## config.mk

```make
export PLATFORM = sky130hd
export DESIGN_NAME = rmfb_ctrl
export DESIGN_NICKNAME = d
export VERILOG_FILES = /design/src/hw/rtl/rmfb_pkg.sv /design/src/hw/rtl/rmfb_ctrl.sv
export SDC_FILE = /design/constraint.sdc
export NUM_CORES = 1
export LEC_CHECK = 0
export ABC_CLOCK_PERIOD_IN_PS = 1700
export BUFFER_PORTS_ARGS = -buffer_cell sky130_fd_sc_hd__buf_2
export CAP_MARGIN = 5
export CORE_AREA = 2 2 39 41
export DETAILED_ROUTE_END_ITERATION = 16
export DIE_AREA = 0 0 41 43
export GPL_ROUTABILITY_DRIVEN = 0
export SLEW_MARGIN = 0
export SYNTH_ARGS = -nofsm -noshare
export SYNTH_HDL_FRONTEND = slang
export SYNTH_SLANG_ARGS = --single-unit
export TNS_END_PERCENT = 1
```

## constraint.sdc

```tcl
create_clock -name clk -period 1.7 [get_ports clk]
set_input_delay 0.085 -clock clk [delete_from_list [all_inputs] [get_ports clk]]
set_output_delay 0.085 -clock clk [all_outputs]
set_load 0.005 [all_outputs]
```

## src/hw/rtl/rmfb_pkg.sv

```systemverilog
`default_nettype none
// ----------------------------------------------------------------------------
// rmfb_pkg
// Shared codes and the command/status bundles between the framebuffer
// controller and its datapath.
// ----------------------------------------------------------------------------
package rmfb_pkg;

    // Operation codes carried in the input tuser
    localparam logic [1:0] FUNC_WRITE  = 2'd0;
    localparam logic [1:0] FUNC_FILL   = 2'd1;
    localparam logic [1:0] FUNC_READ   = 2'd2;
    localparam logic [1:0] FUNC_UNUSED = 2'd3;

    // Rotation register codes, quarter turns
    localparam logic [1:0] ROT_0   = 2'd0;
    localparam logic [1:0] ROT_90  = 2'd1;
    localparam logic [1:0] ROT_180 = 2'd2;
    localparam logic [1:0] ROT_270 = 2'd3;

    localparam logic [7:0] BYTE_BLACK = 8'hFF;
    localparam logic [7:0] BYTE_WHITE = 8'h00;
    localparam logic [7:0] BYTE_BLANK = 8'hFF;
    localparam logic [7:0] MASK_MSB   = 8'h80;

    typedef struct packed {
        logic capture;     // latch the accepted input beat
        logic map_step;    // rotate and bounds-check the point
        logic addr_step;   // form the byte address and bit mask
        logic pix_rd;      // read the byte at the pixel address
        logic pix_wr;      // write back the modified byte
        logic byte_rd;     // read the byte at the raster index
        logic fill_init;   // restart the fill sweep
        logic fill_wr;     // write one fill byte, advance
        logic out_load;    // load the output register
    } cmd_t;

    typedef struct packed {
        logic pix_ok;      // pixel address lies inside the store
        logic fill_last;   // fill sweep at its final byte
        logic out_free;    // output register can take a byte
    } status_t;

endpackage : rmfb_pkg
`default_nettype wire

```

## src/hw/rtl/rmfb_ctrl.sv

```systemverilog
`default_nettype none
// ----------------------------------------------------------------------------
// rmfb_ctrl
// Sequencer for the framebuffer: accepts one beat at a time and steps the
// datapath through pixel read-modify-write, fill sweep or byte read.
// ----------------------------------------------------------------------------
module rmfb_ctrl
    import rmfb_pkg::*;
(
    input  wire logic       clk,
    input  wire logic       rst_n,
    input  wire logic       in_valid,
    input  wire logic [1:0] in_func,
    output logic            in_ready,
    output cmd_t            cmd,
    input  status_t         status
);

    localparam logic [2:0] ST_IDLE = 3'd0;
    localparam logic [2:0] ST_MAP  = 3'd1;
    localparam logic [2:0] ST_ADDR = 3'd2;
    localparam logic [2:0] ST_PRD  = 3'd3;
    localparam logic [2:0] ST_PWB  = 3'd4;
    localparam logic [2:0] ST_FILL = 3'd5;
    localparam logic [2:0] ST_BRD  = 3'd6;
    localparam logic [2:0] ST_BOUT = 3'd7;

    logic [2:0] state_reg;
    logic [2:0] state_next;

    always_ff @(posedge clk or negedge rst_n)
    begin
        if (!rst_n)
        begin
            state_reg <= ST_IDLE;
        end
        else
        begin
            state_reg <= state_next;
        end
    end

    always_comb
    begin
        state_next = state_reg;
        cmd        = '0;
        in_ready   = 1'b0;
        case (state_reg)
            ST_IDLE:
            begin
                in_ready = 1'b1;
                if (in_valid)
                begin
                    cmd.capture = 1'b1;
                    case (in_func)
                        FUNC_WRITE: state_next = ST_MAP;
                        FUNC_FILL:
                        begin
                            cmd.fill_init = 1'b1;
                            state_next    = ST_FILL;
                        end
                        FUNC_READ:  state_next = ST_BRD;
                        default:    state_next = ST_IDLE;  // drop unused code
                    endcase
                end
            end
            ST_MAP:
            begin
                cmd.map_step = 1'b1;
                state_next   = ST_ADDR;
            end
            ST_ADDR:
            begin
                cmd.addr_step = 1'b1;
                state_next    = ST_PRD;
            end
            ST_PRD:
            begin
                cmd.pix_rd = status.pix_ok;
                state_next = status.pix_ok ? ST_PWB : ST_IDLE;
            end
            ST_PWB:
            begin
                cmd.pix_wr = 1'b1;
                state_next = ST_IDLE;
            end
            ST_FILL:
            begin
                cmd.fill_wr = 1'b1;
                if (status.fill_last)
                begin
                    state_next = ST_IDLE;
                end
            end
            ST_BRD:
            begin
                cmd.byte_rd = 1'b1;
                state_next  = ST_BOUT;
            end
            ST_BOUT:
            begin
                // hold until the output register frees up
                if (status.out_free)
                begin
                    cmd.out_load = 1'b1;
                    state_next   = ST_IDLE;
                end
            end
            default:
            begin
                state_next = ST_IDLE;
            end
        endcase
    end

endmodule : rmfb_ctrl
`default_nettype wire

```

==> impl_metrics.csv <==
group,metric,value,unit
outcome,outcome,"finished, final reports clean",
timing,hold_violations,0,
logic_synthesis,synth_warnings,0,
detailed_routing,num_vias,355,
layout,largest_register_ffs,3,
clocking,clk_pin_slew,0.04,ns
placed_design,hpwl,567.8,µm
placed_design,dp_slack,0.4511,ns
detailed_routing,first_pass_iters,4,
setup_path,cp-start-kind,"flop",
logic_synthesis,postSynthCellCount,41,
logic_synthesis,synth_top_area_cell,"dfrtp_1",
logic_synthesis,ys_ff_latch,3,
floorplanning,chipWidth,41,µm
logic_synthesis,syn_area,342.8,µm²
logic_synthesis,synth_top_family_by_area,"simple AND/OR/NAND/NOR gates",
setup_path,critPathTopFamily,"flip-flops",
logic_synthesis,synth-xor-area-share,0,%
clocking,cts_buffer_depth,2,
logic_synthesis,async_flop_share,100.0,%
timing,setup_tns,0,ns
setup_path,cp_max_fo,12,
logic_synthesis,synth_top_cell_area_share,21.90,%
clocking,clkLatencyLatePin,0.24,ns
pwr,p_per_area,1441,nW/µm²
pwr,power.leakage,0.2415,nW
floorplanning,start_util,24.77,%
logic_synthesis,synthTopCellsByArea,"dfrtp_1 22%, ha_1 15%, buf_6 9.9%, nor3b_1 6.6%, nor2_1 4.4%",
layout,final_nets,73,
placed_design,portBuffers,17,
detailed_routing,postRouteAntennaNets,0,
floorplanning,die_h,43,µm
logic_synthesis,synth_cell_type_count,23,
setup_path,critPathBufInv,1,
logic_synthesis,synth_ff_type,"dfrtp_1",
setup_path,critPathKind,"flop to primary output",
global_route,grt_use_total,10.75,%
setup_path,slowest_delay,0.49,ns
clocking,cts_root_buf,"clkbuf_4",
timing,worstMarginPinSlew,0.4070,ns
setup_path,cp.arrival,1.26,ns
clocking,clock-sinks,3,
logic_synthesis,synth_edf_count,0,
layout,drive_gt1_share,38.33,%
setup_path,cp_slowest_cell,"dfrtp_1",
detailed_routing,drt_wl_total,744,µm
timing,setup_slack,0.3574,ns
logic_synthesis,synth_compound_area_share,18.61,%
logic_synthesis,syn-num-nets,53,
timing,final_max_slew_viol_count,0,
layout,antenna_cells,0,
logic_synthesis,muxShareOfSynthArea,0,%
timing,period_needed,1.343,ns
run,maxCapViolCount,0,
global_route,antenna_found_initial,0,
clocking,htreeDepth,1,
detailed_routing,wl_per_cell,9.789,µm
layout,fillers,164,
layout,syn2layout_area_growth,31.39,%
global_route,grt_pass1_vias,324,
layout,multi_input_area,219.0,µm²
logic_synthesis,synth.top_cells.by_count,"4 x ha_1, 4 x nor2_1",
clocking,numCtsBuffers,3,
timing,setup_viol,0,
timing,fmax,744.8,MHz
pwr,irDropWorstVdd,0.4823,mV
floorplanning,ios,18,
setup_path,crit_path_start,"state_reg[1]$_DFFE_PN0P_",
hold_path,hold_class,"input pin to flop",
clocking,cts_hold_buffers,1,
detailed_routing,viasPerCell,4.671,
timing,rsz0062_at_grt,"no",
timing,min_period_over_period,78.98,%
setup_path,end_kind,"primary output",
clocking,cts_tree,"yes",
logic_synthesis,synth_simple_gate_area_share,30.66,%
layout,regArea,75.07,µm²
logic_synthesis,seq_area_frac_synth,21.90,%
setup_path,cp_cell_sequence,"nor3_2 -> and3_1 -> buf_2",
logic_synthesis,synth_fa_ha_area_share,14.60,%
setup_path,timing.rr.start,"state_reg[2]$_DFFE_PN0P_",
detailed_routing,drtIter0Drc,9,
setup_path,worst_ep_required_time,1.62,ns
detailed_routing,drc_errors,0,
clocking,post_cts_buffers,0,
floorplanning,die_area,1763,µm²
global_route,gr-total-overflow,0,
hold_path,holdCritStartpoint,"status[1]",
logic_synthesis,avgSynthCellArea,8.362,µm²
timing,fin_skew,0.004174,ns
floorplanning,num_rows,14,
floorplanning,core,1384,µm²
timing,max_slew_margin,72.87,%
global_route,grt_max_degree,14,
global_route,grt_pass1_wl,1228,µm
clocking,cts_resized,0,
worst paths after layout:
kind                                                  to  cells after the start  slack [ns]
worst min register to register  state_reg[1]$_DFFE_PN0P_                      1        0.71
worst max register to register  state_reg[2]$_DFFE_PN0P_                      3        0.45
min in group asynchronous       state_reg[1]$_DFFE_PN0P_                      2        0.17
max in group asynchronous       state_reg[2]$_DFFE_PN0P_                      2        1.42
worst max-delay path                              cmd[2]                      3        0.36
worst min-delay path            state_reg[0]$_DFFE_PN0P_                      2        0.09
cell families (layout without fill, tap and decap cells):
group / after synthesis / in the layout
adders and majority gates: 4 / 4
AOI/OAI and AO/OA: 9 / 9
buffers and inverters: 7 / 26
DFF: 3 / 3
and+or+nand+nor: 18 / 18
power by group:
group	total, mW	internal (mW)	switching (mW)
Sequential	0.221	0.107	0.114
Clock	0.129	0.0882	0.0412
Combinational	0.298	0.171	0.127
routing by layer:
| metal | wire length [µm] | vias to the layer above | track usage [%] |
|---|---|---|---|
| met1 | 310 | 160 | 13.55 |
| met3 | 38 | 5 | 1.571 |
| li1 | - | 176 | - |
| met2 | 354 | 14 | 13.75 |
| met5 | 0 | - | 0 |
| met4 | 41 | 0 | 12.00 |
cell usage in the layout, fill, tap and decap left out:
cell type,instances
buf_2,17
nor2_1,4
ha_1,4
inv_1,3
nand2_1,3
nor3b_1,3
clkbuf_4,3
dfrtp_1,3
a21oi_1,2
nor2b_1,2
inv_2,1
nor3_1,1
nand3b_1,1
nor3_2,1
and2_1,1
and3_1,1
o21ai_0,1
o31ai_1,1
a21boi_2,1
o21a_1,1
o32a_1,1
nor4b_1,1
o21ai_1,1
o211ai_1,1
clkbuf_1,1
dlygate4sd3_1,1
stage by stage:
| step | instance area, µm² | power [mW] | util (%) | std cells | hold WS, ns |
|---|---|---|---|---|---|
| finish | 450.4 | 0.6490 | 32.55 | 76 | 0.08724 |
| global route | 450.4 | 0.7061 | 32.55 | 76 | 0.09512 |
| CTS | 450.4 | 0.6549 | 32.55 | 76 | 0.08332 |
| detailed placement | 414.1 | 0.5204 | 29.93 | 71 | -0.1168 |
| global placement | 414.1 | 0.5174 | 29.93 | 71 | -0.1179 |
| floorplan | 342.8 | 0.4702 | - | 41 | -0.2106 |
layout make-up:
type / instances / share of cell area, %
tap: 16 / 4.444
timing repair buffer: 18 / 21.11
inverter: 4 / 3.333
clock buffer: 4 / 5.833
multi-input combinational: 31 / 48.61
sequential: 3 / 16.67
worst reg2reg max path: cells and delay by family (launching register included):
kind / cells / cell delay (ns)
AND/OR/NAND/NOR: 1 / 0.09
AO/OA/AOI/OAI: 2 / 0.46
flip-flops: 1 / 0.58
Power figures use the tool's default switching activity.
